File: src/sv/rabs_pkg.sv
// ----------------------------------------------------------------------------
// rabs_pkg
// Shared constants, register codes and the gray conversion for the running
// average background subtractor.
// ----------------------------------------------------------------------------
package rabs_pkg;

	localparam int DEF_MAX_PIXELS = 524288;

	// configuration port
	localparam int CFG_IDX_W  = 1;
	localparam int CFG_DATA_W = 16;

	localparam logic [CFG_IDX_W-1:0] REG_DIFF_THRESHOLD = 1'd0;
	localparam logic [CFG_IDX_W-1:0] REG_BLEND_RATE     = 1'd1;

	localparam logic [7:0]  DIFF_THRESHOLD_RESET = 8'd60;
	localparam logic [15:0] BLEND_RATE_RESET     = 16'd197;

	// queue between front and back
	localparam int QUEUE_DEPTH = 4;

	localparam logic [7:0] FG_ON  = 8'd255;
	localparam logic [7:0] FG_OFF = 8'd0;

	localparam logic [21:0] GRAY_R    = 22'd4899;
	localparam logic [21:0] GRAY_G    = 22'd9617;
	localparam logic [21:0] GRAY_B    = 22'd1868;
	localparam logic [21:0] GRAY_HALF = 22'd8192;

	// weights sum to 2^14, so the sum stays below 2^22
	function automatic logic [7:0] gray_of(input logic [7:0] r, input logic [7:0] g,
		input logic [7:0] b);
		logic [21:0] sum;
		sum = {14'b0, r} * GRAY_R + {14'b0, g} * GRAY_G + {14'b0, b} * GRAY_B + GRAY_HALF;
		return sum[21:14];
	endfunction

endpackage

File: src/sv/rabs_queue.sv
// ----------------------------------------------------------------------------
// rabs_queue
// Small register queue that decouples the front from the back.
// ----------------------------------------------------------------------------
module rabs_queue
	import rabs_pkg::*;
#(
	parameter int WIDTH = 8
) (
	input  logic             clk,
	input  logic             arst_n,
	input  logic             push_valid,
	output logic             push_ready,
	input  logic [WIDTH-1:0] push_data,
	output logic             pop_valid,
	input  logic             pop_ready,
	output logic [WIDTH-1:0] pop_data
);

	localparam int PW = $clog2(QUEUE_DEPTH);
	localparam int CW = $clog2(QUEUE_DEPTH + 1);

	logic [WIDTH-1:0] slot_q [QUEUE_DEPTH];
	logic [PW-1:0]    wr_ptr_q;
	logic [PW-1:0]    rd_ptr_q;
	logic [CW-1:0]    count_q;
	logic             do_push;
	logic             do_pop;

	assign push_ready = (count_q != CW'(QUEUE_DEPTH));
	assign pop_valid  = (count_q != '0);
	assign pop_data   = slot_q[rd_ptr_q];
	assign do_push    = push_valid && push_ready;
	assign do_pop     = pop_valid && pop_ready;

	always_ff @(posedge clk or negedge arst_n) begin
		if (!arst_n) begin
			wr_ptr_q <= '0;
			rd_ptr_q <= '0;
			count_q  <= '0;
		end else begin
			if (do_push) begin
				wr_ptr_q <= (wr_ptr_q == PW'(QUEUE_DEPTH - 1)) ? '0 : wr_ptr_q + 1'b1;
			end
			if (do_pop) begin
				rd_ptr_q <= (rd_ptr_q == PW'(QUEUE_DEPTH - 1)) ? '0 : rd_ptr_q + 1'b1;
			end
			if (do_push && !do_pop) begin
				count_q <= count_q + 1'b1;
			end else if (do_pop && !do_push) begin
				count_q <= count_q - 1'b1;
			end
		end
	end

	always_ff @(posedge clk) begin
		if (do_push) begin
			slot_q[wr_ptr_q] <= push_data;
		end
	end

endmodule

File: config.mk
export PLATFORM = sky130hd
export DESIGN_NAME = rabs_queue
export DESIGN_NICKNAME = d
export VERILOG_FILES = /design/src/sv/rabs_pkg.sv /design/src/sv/rabs_queue.sv
export SDC_FILE = /design/constraint.sdc
export NUM_CORES = 1
export LEC_CHECK = 0
export CORE_MARGIN = 4
export CORE_UTILIZATION = 36
export DETAILED_ROUTE_END_ITERATION = 6
export DONT_BUFFER_PORTS = 1
export SLEW_MARGIN = 20
export SYNTH_ARGS = -nofsm -noshare
export SYNTH_HDL_FRONTEND = slang
export SYNTH_SLANG_ARGS = --single-unit
File: constraint.sdc
create_clock -name clk -period 3.99 [get_ports clk]
set_input_delay 0.798 -clock clk [delete_from_list [all_inputs] [get_ports clk]]
set_output_delay 0.798 -clock clk [all_outputs]
set_load 0.03 [all_outputs]
; ---- After elaboration in Yosys (flattened, before gate mapping)
; Memory sizes are Yosys's and may differ from the RTL's.
; Index checks and enable logic that the tools add are counted.
[totals]
register_bits = 7
mem_bits_rw = 32
inputBits = 12
output_inout_bits = 10
wordCells = 25
mem_count = 1
[op_classes]
add_sub_neg = 4
n_eq_ne = 3
muxes = 6
n_reduce_logical = 8
[memory_table]
columns = memory, words, width, rd, rd_clocked_by_memory_dff, write_ports, line_no
row1 = slot_q, 4, 8, 1, 0, 1, rabs_queue.sv:23  ; logic [WIDTH-1:0] slot_q [QUEUE_DEPTH];
[ops]
columns = cell, count
row1 = 2-to-1 mux 3 bit, 2
row2 = "adder 2 x 1 -> 2 bit, second input constant", 2
row3 = "equality test 2 bit, second input constant", 2
row4 = logical AND 1 bit, 4
row5 = 2-to-1 mux 2 bit, 2
row6 = "adder 3 x 1 -> 3 bit, second input constant", 1
row7 = "!= test 3 bit, second input constant", 1
row8 = nonzero test 3 bit, 1
row9 = "subtractor 3 x 1 -> 3 bit, second input constant", 1
row10 = zero test 1 bit, 2
row11 = 2-to-1 mux 1 bit, 2
row12 = nonzero test 2 bit, 1

; ---- Logic depth before layout (Yosys ltp)
[logic_depth]
depth_word = 6
ltp_mapped = 8
ltp_nobuf = 8

; ---- Worst setup path before layout
; OpenSTA, ideal clock, no wires.
[synth_timing]
path_kind = input to register
start = input push_valid
end = register count_q[2]
setup_time_ns = 0.079
arrival_ns = 2.031
required_time_ns = 3.911
path_slack_ns = 1.880
path_stages = 7
n_path_buf = 0
cell_sequence = a21boi_2 > ha_1 > inv_1 > fa_1 > xor2_1 > nor2_1 > xor2_1
[synth_via]
elab_chain_len = 4
word_cells_on_any_way = 6
cone_classes = mux (1) / reduce/logical (5)
[synth_rtl]
columns = item, line_no
row1 = from (decl), rabs_queue.sv:12  ; input logic push_valid,
row2 = logical AND 1 bit (*), rabs_queue.sv:33  ; assign do_push = push_valid && push_ready;
row3 = zero test 1 bit, rabs_queue.sv:50  ; end else if (do_pop && !do_push) begin
row4 = logical AND 1 bit, rabs_queue.sv:50
row5 = nonzero test 2 bit (no line), --
row6 = to (signal assigned), rabs_queue.sv:49  ; count_q <= count_q + 1'b1;
row7 = to (signal assigned), rabs_queue.sv:51  ; count_q <= count_q - 1'b1;
row8 = to (decl), rabs_queue.sv:26  ; logic [CW-1:0] count_q;
; Every way passes the cells marked *; elsewhere a longest branch is shown, timed or not.
; A chain may end at the register's enable or synchronous reset.

; ---- Final worst setup path
[layout_timing]
start = register rd_ptr_q[0]
end = output pop_data[4]
[layout_via]
elab_chain_len = 1
[layout_rtl]
columns = item, line_no
row1 = from (decl), rabs_queue.sv:25  ; logic [PW-1:0] rd_ptr_q;
row2 = from (signal assigned), rabs_queue.sv:46  ; rd_ptr_q <= (rd_ptr_q == PW'(QUEUE_DEPTH - 1)) ? '0 : rd_ptr_q + 1'b1;
row3 = memory read (4 x 8 bit), --
row4 = to (decl), rabs_queue.sv:17  ; output logic [WIDTH-1:0] pop_data
; No other way between the ends.

==> results_dict.tcl <==
set metrics [dict create \
    r2r-end "count_q[2]" \
    cp.required_ns 3.19 \
    maxCapViolations 0 \
    worstPathCellList "mux4_2" \
    finalNetCount 103 \
    holdWs_ns 0.1948 \
    critPathArrivalTime_ns 1.73 \
    cts_buffers 5 \
    row_count 23 \
    cts_resized 0 \
    dieArea_um2 5572 \
    coreArea_um2 4144 \
    cts_num_sinks 39 \
    yosys_warnings 0 \
    post-route-period-util_pct 63.47 \
    cp-startpoint "rd_ptr_q[0]" \
    crit_buf_inv 0 \
    drt_first_iter_violations 21 \
    cp-endpoint "pop_data[4]" \
    p_leak_nw 0.6236 \
    grt_overflow_total 0 \
    htree_num_levels 2 \
    worstSetupPathType "flip-flop to primary output" \
    timing.final.max_slew_violations 0 \
    drt_first_pass_iters 2 \
    syn_to_final_growth_pct 10.64 \
    hold_buffers 0 \
    fin_util_pct 42.69 \
    synth_nets 98 \
    setup_viol_count_final 0 \
    pin_count 22 \
    grt_pass1_vias 752 \
    drt_wl_total_mm 2.317 \
    layout_commonest_cell "edfxtp_1" \
    syn_area_um2 1599 \
    drcViolationCount 0 \
    cts_tree "built" \
    via_per_inst 5.022 \
    cp_slowest_cell "dfrtp_1" \
    worstSkewPairLatency_ns 0.29 \
    cts_buffer_depth 2 \
    chipWidth_um 74.65 \
    initial_core_util_pct 38.59 \
    synth_ff_type "edfxtp_1" \
    crit_path_max_fanout 11 \
    max_stage_delay_ns 0.74 \
    hold_viol 0 \
    port_buffers 0 \
    layout-drive-gt1-share_pct 28.24 \
    r2r_slack_ns 1.86 \
    tightest_slew_ns 0.6193 \
    cp.depth 1 \
    powerDensity_nw_per_um2 802.8 \
    diodes 0 \
    ant_nets 0 \
    path_delay_family "flip-flops" \
    ir_worst_vdd_mv 0.3360 \
    synth-edff-count 32 \
    clock_skew_ns 0.006339 \
    avgSynthCellArea_um2 20.24 \
    r2r_cells 8 \
    async_reset_ff_share_pct 17.95 \
    clockRootBuffer "clkbuf_8" \
    critPathCaptureType "primary output" \
    grt_usage_pct 9.878 \
    layout_common_cells "edfxtp_1 (32), mux4_2 (8), dfrtp_1 (7)" \
    netlist_instances 79 \
    status "completed" \
    grt_pass1_wl_mm 3.795 \
    slew_headroom_pct 58.71 \
    antenna_found_initial 0 \
    synth_cell_types 18 \
    place_hpwl_mm 1.625 \
    gp_congestion 0.7036 \
    path_clk_slew_ns 0.08 \
    cts_setup_buffers 0 \
    setup_tns_ns 0 \
    fin_crit_ns 2.532 \
    wl_per_cell_um 17.16 \
    crit_path_start_kind "flip-flop" \
    r2r-start "count_q[2]" \
    via_count 678 \
    rsz0062_at_grt "no" \
    ys_seq_elements 39 \
    grt_max_degree 15 \
    fmax_ghz 0.3949 \
    hp-class "input pin to async pin" \
    ys_seq_area_share_pct 71.05 \
    die_h_um 74.65 \
]
-- worst register-to-register path: cells and delay by family, from the launching register on --
family	cells	cell delay, ns
simple gates	3	0.71
buf+inv	1	0.06
flops	1	0.43
fa+ha+maj	2	0.55
xor+xnor	2	0.32
-- state kept, by name (all words and copies together) (netlist names) --
signal	count
rd_ptr_q	2
count_q	3
slot_q	32
wr_ptr_q	2
-- where the power goes --
group	internal, mW	leakage, nW	switching [mW]	total, mW
sequential	0.551	0.375	0.0950	0.646
combinational	0.189	0.189	0.259	0.447
clock	0.189	0.0587	0.137	0.327
-- layer usage --
layer	track usage [%]	up-vias	wire, um
li1	-	309	-
met5	0	-	0
met3	4.673	7	185
met1	10.13	348	819
met4	5.336	0	58
met2	16.68	14	1254
-- worst min-delay path by stage --
| stage | start | end | cells after the start |
|---|---|---|---|
| 6_report | arst_n | count_q[1] | 0 |
| 5_1_grt | arst_n | count_q[0] | 0 |
| 2_1_floorplan | arst_n | count_q[0] | 0 |
| 3_5_place_dp | arst_n | rd_ptr_q[0] | 0 |
| 3_3_place_gp | arst_n | count_q[0] | 0 |
| 4_1_cts | arst_n | count_q[1] | 0 |
-- Yosys cell counts, types with 2 or more instances --
master     n  area, um2
and2_1     4      25.02
dfrtp_1    7      175.2
edfxtp_1  32      960.9
ha_1       6      75.07
inv_1      3      11.26
mux2_2     3      33.78
mux2_4     2      30.03
mux4_2     8      180.2
nor2_1     4      15.01
xor2_1     2      17.52
-- metrics by stage --
| stage | cell area [um2] | setup slack, ns | total power, mW | cells |
|---|---|---|---|---|
| after global placement | 1653 | 1.744 | 1.096 | 127 |
| after detailed placement | 1653 | 1.711 | 1.122 | 127 |
| final | 1769 | 1.458 | 1.420 | 135 |
| after global routing | 1769 | 1.334 | 1.513 | 135 |
| after CTS | 1769 | 1.389 | 1.450 | 135 |
| after floorplan | 1599 | 1.880 | 1.040 | 79 |
-- kinds of logic after synthesis --
family	share of synthesized area (%)
muxes	15.26
DFF	71.05
AOI/OAI and AO/OA	0.7042
xor gates and xnor gates	1.643
adders and majority gates	5.947
and+or+nand+nor	4.146
buffers and inverters	1.251
-- final cells by class --
type                            instances  area, um2
Clock buffer                            5      68.82
Fill cell                             372       2375
Inverter                                3      11.26
Multi-Input combinational cell         35      442.9
Tap cell                               50      62.56
Sequential cell                        39       1136
Clock inverter                          3      47.55
Note: power is estimated with default switching activity, not from simulation.
