`src/sv/rabs_pkg.sv`:
```
// ----------------------------------------------------------------------------
// rabs_pkg
// Shared constants, register codes and the gray conversion for the running
// average background subtractor.
// ----------------------------------------------------------------------------
package rabs_pkg;

	localparam int DEF_MAX_PIXELS = 524288;

	// configuration port
	localparam int CFG_IDX_W  = 1;
	localparam int CFG_DATA_W = 16;

	localparam logic [CFG_IDX_W-1:0] REG_DIFF_THRESHOLD = 1'd0;
	localparam logic [CFG_IDX_W-1:0] REG_BLEND_RATE     = 1'd1;

	localparam logic [7:0]  DIFF_THRESHOLD_RESET = 8'd60;
	localparam logic [15:0] BLEND_RATE_RESET     = 16'd197;

	// queue between front and back
	localparam int QUEUE_DEPTH = 4;

	localparam logic [7:0] FG_ON  = 8'd255;
	localparam logic [7:0] FG_OFF = 8'd0;

	localparam logic [21:0] GRAY_R    = 22'd4899;
	localparam logic [21:0] GRAY_G    = 22'd9617;
	localparam logic [21:0] GRAY_B    = 22'd1868;
	localparam logic [21:0] GRAY_HALF = 22'd8192;

	// weights sum to 2^14, so the sum stays below 2^22
	function automatic logic [7:0] gray_of(input logic [7:0] r, input logic [7:0] g,
		input logic [7:0] b);
		logic [21:0] sum;
		sum = {14'b0, r} * GRAY_R + {14'b0, g} * GRAY_G + {14'b0, b} * GRAY_B + GRAY_HALF;
		return sum[21:14];
	endfunction

endpackage

```
`src/sv/rabs_if.sv`:
```
// ----------------------------------------------------------------------------
// rabs_if
// Stream interfaces for pixel beats in and result beats out.
// ----------------------------------------------------------------------------
interface rabs_pixel_if;
	logic       valid;
	logic       ready;
	logic [7:0] blue;
	logic [7:0] green;
	logic [7:0] red;
	logic       frame_end;

	modport source (output valid, blue, green, red, frame_end, input ready);
	modport sink (input valid, blue, green, red, frame_end, output ready);
endinterface


```
`src/sv/rabs_front.sv`:
```
// ----------------------------------------------------------------------------
// rabs_front
// Accepts pixel beats, converts to gray, tracks the pixel address and the
// learning frame, and pushes one work entry per pixel.
// ----------------------------------------------------------------------------
module rabs_front
	import rabs_pkg::*;
#(
	parameter int MAX_PIXELS = DEF_MAX_PIXELS
) (
	input  logic                                clk,
	input  logic                                arst_n,
	rabs_pixel_if.sink                          pixel,
	output logic                                push_valid,
	input  logic                                push_ready,
	output logic [8+$clog2(MAX_PIXELS)+2-1:0]   push_data
);

	localparam int AW = $clog2(MAX_PIXELS);
	localparam logic [AW-1:0] LAST_ADDR = AW'(MAX_PIXELS - 1);

	logic [AW-1:0] addr_q;
	logic          learn_q;
	logic          take;

	assign pixel.ready = push_ready;
	assign push_valid  = pixel.valid;
	assign take        = pixel.valid && push_ready;
	assign push_data   = {gray_of(pixel.red, pixel.green, pixel.blue), addr_q, learn_q,
		pixel.frame_end};

	always_ff @(posedge clk or negedge arst_n) begin
		if (!arst_n) begin
			addr_q  <= '0;
			learn_q <= 1'b1;
		end else if (take) begin
			if (pixel.frame_end) begin
				addr_q  <= '0;
				learn_q <= 1'b0;
			end else if (addr_q != LAST_ADDR) begin
				addr_q <= addr_q + 1'b1;
			end
		end
	end

endmodule

```
`src/flat_wrapper.sv`:
```
// flat-port wrapper written by rule: the top's interface ports become plain ports
module rabs_front_flat import rabs_pkg::*;
#(
	parameter int MAX_PIXELS = DEF_MAX_PIXELS
)
  (clk, arst_n, push_valid, push_ready, push_data, pixel_valid, pixel_blue, pixel_green, pixel_red, pixel_frame_end, pixel_ready);
  rabs_pixel_if pixel_i ();
  input  logic clk;
  input  logic arst_n;
  output logic push_valid;
  input  logic push_ready;
  output logic [8+$clog2(MAX_PIXELS)+2-1:0] push_data;
  input wire logic [$bits(pixel_i.valid)-1:0] pixel_valid;
  input wire logic [$bits(pixel_i.blue)-1:0] pixel_blue;
  input wire logic [$bits(pixel_i.green)-1:0] pixel_green;
  input wire logic [$bits(pixel_i.red)-1:0] pixel_red;
  input wire logic [$bits(pixel_i.frame_end)-1:0] pixel_frame_end;
  output wire logic [$bits(pixel_i.ready)-1:0] pixel_ready;
  assign pixel_i.valid = pixel_valid;
  assign pixel_i.blue = pixel_blue;
  assign pixel_i.green = pixel_green;
  assign pixel_i.red = pixel_red;
  assign pixel_i.frame_end = pixel_frame_end;
  assign pixel_ready = pixel_i.ready;
  rabs_front #(.MAX_PIXELS(MAX_PIXELS)) u_core (.clk(clk), .arst_n(arst_n), .pixel(pixel_i), .push_valid(push_valid), .push_ready(push_ready), .push_data(push_data));
endmodule
```
`config.mk`:
```
export PLATFORM = sky130hd
export DESIGN_NAME = rabs_front_flat
export DESIGN_NICKNAME = d
export VERILOG_FILES = /design/src/sv/rabs_pkg.sv /design/src/sv/rabs_if.sv /design/src/sv/rabs_front.sv /design/src/flat_wrapper.sv
export SDC_FILE = /design/constraint.sdc
export NUM_CORES = 1
export LEC_CHECK = 0
export ABC_CLOCK_PERIOD_IN_PS = 17100
export BUFFER_PORTS_ARGS = -buffer_cell sky130_fd_sc_hd__buf_2
export CELL_PAD_IN_SITES_DETAIL_PLACEMENT = 1
export CELL_PAD_IN_SITES_GLOBAL_PLACEMENT = 2
export CORE_MARGIN = 5
export CORE_UTILIZATION = 40
export CTS_BUF_LIST = sky130_fd_sc_hd__clkbuf_4 sky130_fd_sc_hd__clkbuf_8
export DETAILED_ROUTE_END_ITERATION = 10
export GPL_ROUTABILITY_DRIVEN = 0
export PLACE_DENSITY_LB_ADDON = 0.12
export SLEW_MARGIN = 20
export SYNTH_ARGS = -nofsm -noshare
export SYNTH_HDL_FRONTEND = slang
export SYNTH_SLANG_ARGS = --single-unit
```
`constraint.sdc`:
```
create_clock -name clk -period 17.1 [get_ports clk]
set_input_delay 3.42 -clock clk [delete_from_list [all_inputs] [get_ports clk]]
set_output_delay 3.42 -clock clk [all_outputs]
set_load 0.005 [all_outputs]
```
Yosys cells after proc, flatten, opt, wreduce, memory -nomap -nowiden
Index checks and enable logic that the tools add are counted.

storage, ports and cells
  flip-flop bits (word level) = 20
  output and inout bits = 31
  word-level logic and storage cells = 16

operators by class
  $add $sub $neg = 4
  multiply operators = 3
  eq/ne operators = 1
  muxes and demuxes = 2
  reductions and logical operators = 4

operator list
  operator                                             number
  2-to-1 mux 19 bit                                    2
  adder 21 x 22 -> 22 bit                              1
  adder 22 x 14 -> 22 bit (second input constant)      1
  adder 22 x 19 -> 22 bit                              1
  multiplier 8 x 14 -> 22 bit (second input constant)  1
  multiplier 8 x 13 -> 21 bit (second input constant)  1
  adder 19 x 1 -> 19 bit (second input constant)       1
  != test 19 bit (second input constant)               1
  multiplier 8 x 9 -> 17 bit (second input constant)   1
  AND reduction 2 bit                                  2
  nonzero test 2 bit                                   1
  logical AND 1 bit                                    1

Depth between registers and ports, before layout
Gate-level depths: netlist (run 1).

  depth in word-level cells = 4
  gate-level depth with buffers = 28
  mapped depth without buffers = 28

Least setup slack after synthesis (run 1)
Ideal clock, no wire load.

  path type = input -> output
  start point = input pixel_blue[5]
  end point = output push_data[28]
  arrival = 9973 ps
  data required time = 13680 ps
  slack = 3707 ps
  stages = 27
  buffers on the path = 0
  cells stage by stage = ha_1 ha_1 inv_1 fa_1 fa_1 inv_1 ha_1 and3b_1 o21a_1 o21bai_1 nand2_1 a21oi_1 xnor2_1 ha_1 ha_1 fa_1 inv_1 fa_1 inv_1 fa_1 ha_1 inv_1 nor2_1 nand2_1 o41ai_1 a21oi_1 a211oi_1

between the ends
  cells in the longest elaborated chain, start to end = 3

RTL lines
  item                        RTL line            RTL
  start: declaration          flat_wrapper.sv:14  input wire logic [$bits(pixel_i.blue)-1:0] pixel_blue;
  multiplier 8 x 9 -> 17 bit  rabs_pkg.sv:35      sum = {14'b0, r} * GRAY_R + {14'b0, g} * GRAY_G + {14'b0, b} * GRAY_B + GRAY_HALF;
  adder 22 x 19 -> 22 bit     rabs_pkg.sv:35
  adder 22 x 14 -> 22 bit     rabs_pkg.sv:35
  end: declaration            flat_wrapper.sv:12  output logic [8+$clog2(MAX_PIXELS)+2-1:0] push_data;

No other way between the ends.

Worst setup path after layout (run 1)
Ends and elaborated chain as after synthesis.

==> summary.txt, run 1 <==
Timing
  • Final Critical Period: ~14000 ps
  • Setup TNS: 0 ps
  • Worst Skew: just over 7 ps
  • Achievable Freq: ~70 MHz
  • Worst Tran Pin Value: ~960 ps
  • Relative slew slack: 0.3485
  • Fin crit share: 0.8365
  • Final setup fails: 0
  • Max-slew violations: 0
  • Final WS setup: 2796 ps
  • Final Hold Fails: 0
  • RSZ-0062 raised after global routing: false

Route
  • Wire per inst: 15.72 µm
  • Metal3 WL: about 200 µm
  • Met1 Routed Length: about 7.0 mm
  • Highest routed layer: met4
  • Drt drc: 0
  • Routed wire length on met2: 7.137 mm
  • Routed wire length: 14.36 mm
  • Vias post-DR: between 4000 and 5000
  • Initial detailed-routing violation count: between 80 and 90
  • Routed Antenna Nets: 0
  • Via-to-Cell Ratio: 4.912
  • 1st-pass router iterations: 4

Floorplanning
  • Rows: 45
  • Die extent in y: 133.5 µm
  • Die Width: between 100 and 150 µm
  • IO Count: 60
  • Die ar.: around 0.018 mm²
  • Core ar.: about 0.015 mm²
  • Starting density of the core: 0.4044

Clocking
  • CTS tree: done
  • Clock transition at the registers of the reported paths: approximately 80 ps
  • PostCTS Resize Cnt: 0
  • CTS Buf Count: 3
  • Root cell of the clock tree: clkbuf_8
  • H-Tree Level Count: 1
  • Hold_buf cts: 0
  • Setup fix buffers added after clock tree synthesis: 0
  • Clk buf depth: 2
  • Sink Count: 20
  • Skew-Pair Late Insertion Delay: 260 ps

Worst setup path
  • CP peak stage delay: between 800 and 900 ps
  • Reg-to-reg startpoint: u_core.addr_q[12]$_DFFE_PN0P_
  • Path depth of the worst reg2reg path: 6
  • Req. time, crit path: ~14000 ps
  • Largest fanout on the critical path: 6
  • Slowest stage cell, crit path: o41ai_1
  • RR Endpoint: u_core.addr_q[2]$_DFFE_PN0P_
  • Crit Path Class: in -> out
  • Worst R2R Setup Slack: 15050 ps
  • Startpoint Class: input pin
  • CP Capture Type: output port
  • Most used cell, CP: ha_1
  • Critical Path AT: between 10000 and 15000 ps

Yosys
  • Syn Inst Count: around 670
  • Syn Nets: slightly above 900
  • Yosys warns: 0
  • Largest cells by area after synthesis: ha_1 (29%), fa_1 (29%), inv_1 (13%)
  • Synthesized area: about 0.0061 mm²
  • Post-synthesis sequential area ratio: 0.08222
  • Distinct cells, synth: 49
  • Syn Area/Cell: approximately 9.1 µm²
  • Seq cells post-synth: 20
  • Async SR Flop Fraction: 1.000
  • Post-synth top area share: 0.2932
  • Ys flop type: dfrtp_1
  • Post-synth EDFFs: 0
  • Synth area leader: ha_1

Global routing
  • GRT Residual Overflow: 0
  • GRT Total Usage: 0.1676
  • Initial antenna violation count: 0
  • Largest net degree at the start of global routing: 21
  • First-pass GRT wire length: around 24 mm
  • Vias in the first global route: 4948

Final layout
  • Footprint of the multi-input gates: around 0.0048 mm²
  • Fin util: 0.4420
  • Final layout net count: 985
  • Filler cells: approximately 1800
  • Diode count: 0
  • Area delta synth->final: 9.289%
  • Layout cells sized above 1: 0.1021
  • Reg area: roughly 500 µm²

Worst hold path
  • Tightest Hold Check Type: reg -> reg
  • Hold_sp: u_core.learn_q$_DFFE_PN1P_
  • Hold path endpoint: u_core.learn_q$_DFFE_PN1P_
  • Hold path depth: 1

Place
  • Pre-CTS setup slack: approximately 2800 ps
  • I/O Buffers: approximately 60
  • DP HPWL: about 13 mm

Flow run
  • Max Cap Viol: 0

Status
  • Status: complete, no violations
critical path: cells and delay by family:
family | cells | cell delay [ps]
adders and majority gates | 11 | 4310
AOI/OAI and AO/OA | 6 | 1940
buffers and inverters | 7 | 560
and+or+nand+nor | 4 | 540
xor gates and xnor gates | 1 | 140
kinds of logic after synthesis:
kind of cell | after synthesis | share of synthesized area
AOI/OAI and AO/OA | 60 | 0.06418
adders and majority gates | 230 | 0.5786
muxes | 3 | 0.005126
and+or+nand+nor | 110 | 0.09022
buffers and inverters | 213 | 0.1337
DFF | 20 | 0.08222
xor gates and xnor gates | 32 | 0.04593
registers in the layout, summed over array words and instances (netlist names):
register and cells:
u_core.addr_q 19, u_core.learn_q 1
per-stage QoR:
| stage | cell area [µm²] | hold WS [ps] | cells |
|---|---|---|---|
| floorplan | 6102 | 465.8 | 668 |
| global placement | 6598 | 471.1 | 909 |
| detailed placement | 6598 | 478.1 | 909 |
| CTS | 6669 | 490.7 | 913 |
| global route | 6669 | 502.4 | 913 |
| finish | 6669 | 485.9 | 913 |
layer usage:
layer / vias to the layer above / global-route usage
li1: 2192 / -
met2: 49 / 0.3016
met5: - / 0
met4: 0 / 0.01029
met3: 4 / 0.007553
met1: 2240 / 0.2352
cells in the final DEF, fill, tap and decap left out, types with 2 or more instances in the layout:
cell type,count
a31oi_1,2
o21ai_0,13
nor2_1,30
o21a_1,2
nor3_1,7
buf_2,59
nand2_1,26
o21bai_1,2
xnor2_1,21
and2_1,3
nor3b_1,2
xor2_1,11
and3_1,4
and4_1,3
nand2b_1,4
nor2b_1,7
clkbuf_8,3
nand3b_1,2
or2_2,4
fa_1,87
dfrtp_1,19
mux2i_1,2
nand3_1,9
a21oi_1,20
o211ai_1,2
a211oi_1,3
a21o_1,3
a2111oi_0,2
ha_1,143
nand4_1,5
inv_1,206
worst max path at each step:
| stage | from | endpoint | slack [ps] | cells past startpoint |
|---|---|---|---|---|
| after global placement | pixel_blue[6] | push_data[28] | 2910 | 27 |
| after global routing | pixel_blue[5] | push_data[28] | 2370 | 29 |
| after detailed placement | pixel_blue[6] | push_data[28] | 2840 | 27 |
| after floorplan | pixel_blue[5] | push_data[28] | 3710 | 27 |
| final | pixel_blue[5] | push_data[28] | 2800 | 29 |
| after CTS | pixel_blue[5] | push_data[28] | 2800 | 29 |
final cells by class:
class	instances	area share
well taps	188	0.03527
inverters	206	0.1159
multi-input cells	435	0.7174
repair buffers	60	0.04540
clock buffers	3	0.006191
flip-flops and latches	20	0.07523
clock inverters	1	0.004503
cells in the mapped netlist, types with 3 or more instances:
| master | count |
|---|---|
| nand2_1 | 26 |
| nand2b_1 | 4 |
| nor2_1 | 30 |
| dfrtp_1 | 19 |
| and4_1 | 3 |
| or2_2 | 4 |
| a21o_1 | 3 |
| o21ai_0 | 13 |
| buf_4 | 4 |
| nand4_1 | 5 |
| a21oi_1 | 20 |
| nor3_1 | 7 |
| inv_1 | 206 |
| ha_1 | 143 |
| a211oi_1 | 3 |
| xnor2_1 | 21 |
| fa_1 | 87 |
| nand3_1 | 9 |
| and2_1 | 3 |
| nor2b_1 | 7 |
| and3_1 | 4 |
| xor2_1 | 11 |
Power of run 1 is not shown: default switching activity piles up to over one toggle a cycle in this logic, so the estimate is an artifact.
==> inputs of run 2 (changes only) <==
Settings changed: ABC_CLOCK_PERIOD_IN_PS 17100 to 13900, CORE_UTILIZATION 40 to 39.
Clock period 17.1 ns to 13.9 ns, I/O delays scaled along.
==> run 2 against run 1 <==
Flip-flop and latch count stayed put. Register-to-register slack worse by 3200 ps. Critical endpoint unchanged. Clock skew is 2.8 ps lower. Utilization is 0.30 points lower. Cell area is 0.43% higher. Final cell count is 2.5% higher. First-iteration DRC count is 16% lower. Largest cell class unchanged. Wire length is 0.45% higher. Setup slack worse by 2000 ps. Count of clock-buffer cells in the layout stayed put. Worst hold slack hardly changed. Global-route usage is 0.13 points lower.
==> summary.txt, run 2 (same netlist as run 1, synthesis figures left out) <==
Timing
  • Final setup fails: 0 (unchanged)
  • Final WS setup: 809.9 ps (-1986 ps)
  • Max-slew violations: 0 (unchanged)
  • Worst Tran Pin Value: 947.4 ps (-17.21 ps)
  • Fin crit share: 0.9417
  • Worst Skew: 4.311 ps (-2.750 ps)
  • Final Hold Fails: 0 (unchanged)
  • Final Critical Period: roughly 13000 ps
  • Setup TNS: 0 ps (unchanged)
  • Achievable Freq: ~76 MHz
  • Relative slew slack: 0.3601 (+0.01162)
  • WHS: 485.9 ps (-0.01600 ps)
  • RSZ-0062 raised after global routing: false

Final layout
  • Largest register FFs: 19 (unchanged)
  • Filler cells: 1807 (+0.22%)
  • Largest reg by FF count: u_core.addr_q
  • Area delta synth->final: 9.760%
  • Final layout net count: 985 (unchanged)
  • Reg area: 501.7 µm² (unchanged)
  • Most frequent cells in the layout: inv_1 (206), ha_1 (143), fa_1 (87), buf_2 (59), nor2_1 (30)
  • Layout cells sized above 1: 0.1021 (unchanged)
  • Commonest non-fill, non-tap cell in the layout: inv_1
  • Footprint of the multi-input gates: 0.004785 mm² (unchanged)
  • Diode count: 0 (unchanged)
  • Finished Cell Area: 0.006698 mm² (+0.43%)
  • Largest registers: u_core.addr_q x19, u_core.learn_q x1

Worst setup path
  • Critical Path AT: 10310 ps (-570 ps)
  • Path depth of the worst reg2reg path: 6 (unchanged)
  • RR Endpoint: u_core.addr_q[2]$_DFFE_PN0P_
  • CP Capture Type: output port
  • Reg-to-reg startpoint: u_core.addr_q[12]$_DFFE_PN0P_
  • Worst R2R Setup Slack: 11860 ps (-3190 ps)
  • Crit Path Class: in -> out
  • Req. time, crit path: 11120 ps (-2560 ps)
  • Largest fanout on the critical path: 6 (unchanged)
  • Startpoint Class: input pin

Worst hold path
  • Tightest Hold Check Type: reg -> reg
  • Hold_sp: u_core.learn_q$_DFFE_PN1P_
  • Hold path endpoint: u_core.learn_q$_DFFE_PN1P_
  • Hold path depth: 1 (unchanged)

Clocking
  • Clock transition at the registers of the reported paths: 80 ps (about the same)
  • CTS tree: done
  • Root cell of the clock tree: clkbuf_8
  • Setup fix buffers added after clock tree synthesis: 0 (unchanged)
  • Skew-Pair Late Insertion Delay: 250 ps (about the same)
  • Sink Count: 20 (unchanged)
  • CTS Buf Count: 3 (unchanged)
  • PostCTS Resize Cnt: 0 (unchanged)
  • H-Tree Level Count: 1 (unchanged)
  • Hold_buf cts: 0 (unchanged)
  • Clk buf depth: 2 (unchanged)

Global routing
  • Vias in the first global route: 5144 (+4.0%)
  • First-pass GRT wire length: 24.79 mm (+1.3%)
  • Largest net degree at the start of global routing: 21 (unchanged)
  • Initial antenna violation count: 0 (unchanged)
  • GRT Total Usage: 0.1663 (-0.001325)
  • GRT Residual Overflow: 0 (unchanged)

Route
  • Drt drc: 0 (unchanged)
  • Routed Antenna Nets: 0 (unchanged)
  • Wire per inst: 15.41 µm (-2.0%)
  • Routed wire length: 14.42 mm (+0.45%)
  • Initial detailed-routing violation count: 68 (-16%)
  • Via-to-Cell Ratio: 4.802 (-2.2%)
  • 1st-pass router iterations: 4 (unchanged)
  • Vias post-DR: 4495 (+0.22%)

Place
  • DP HPWL: 13.37 mm (+1.2%)
  • Placed cell area: 0.006626 mm² (+0.44%)
  • I/O Buffers: 59 (unchanged)
  • Pre-CTS setup slack: 823.3 ps (-2013 ps)

Floorplanning
  • Starting density of the core: 0.3999 (-0.004477)
  • Die ar.: 0.01825 mm² (+2.4%)
  • Rows: 45 (unchanged)
  • Die extent in y: 135.1 µm (+1.2%)
  • Core ar.: 0.01526 mm² (+1.1%)
  • IO Count: 60 (unchanged)
  • Die Width: 135.1 µm (+1.2%)

Status
  • Status: complete, no violations

Flow run
  • Max Cap Viol: 0 (unchanged)
## run 2: layout make-up
| cell class | count | area share |
|---|---|---|
| timing repair buffer | 60 | 0.04521 |
| clock buffer | 3 | 0.006165 |
| clock inverter | 1 | 0.004483 |
| inverter | 206 | 0.1154 |
| tap | 211 | 0.03942 |
| sequential | 20 | 0.07491 |
| multi-input combinational | 435 | 0.7144 |
## run 2: metrics by stage
step / instances / utilization
2_1_floorplan: 668 / -
3_3_place_gp: 932 / 0.4343
3_5_place_dp: 932 / 0.4343
4_1_cts: 936 / 0.4390
5_1_grt: 936 / 0.4390
6_report: 936 / 0.4390
## run 2: critical path, cell delays in order
cell and delay (ps):
buf_2 170, inv_1 60, ha_1 320, fa_1 500, fa_1 520, inv_1 40
ha_1 300, ha_1 360, and3_1 200, a221oi_2 400, o21ai_0 190, xnor2_1 160
ha_1 290, ha_1 280, inv_1 50, fa_1 530, fa_1 440, fa_1 540
inv_1 40, ha_1 290, nand2_1 70, nor2_1 190, nand2_1 80, o41ai_1 880
a21oi_1 210, a211oi_1 270, buf_2 150
## run 2: worst max-delay path by stage
stage	slack [ps]	cells past startpoint	start	to
after floorplan	1790	27	pixel_blue[5]	push_data[28]
after global placement	1000	27	pixel_blue[6]	push_data[28]
after detailed placement	820	27	pixel_blue[6]	push_data[28]
after CTS	790	27	pixel_blue[6]	push_data[28]
after global routing	370	27	pixel_blue[6]	push_data[28]
final	810	27	pixel_blue[6]	push_data[28]
## run 2: metal layers
layer,up-vias,part of all wire,wire length (µm),GRT usage
li1,2191,-,-,-
met1,2234,0.47,6780,0.2306
met2,61,0.50,7149,0.2967
met3,9,0.027,385,0.009687
met4,0,0.0074,106,0.01680
met5,-,0,0,0
Power of run 2 is left out for the same reason.
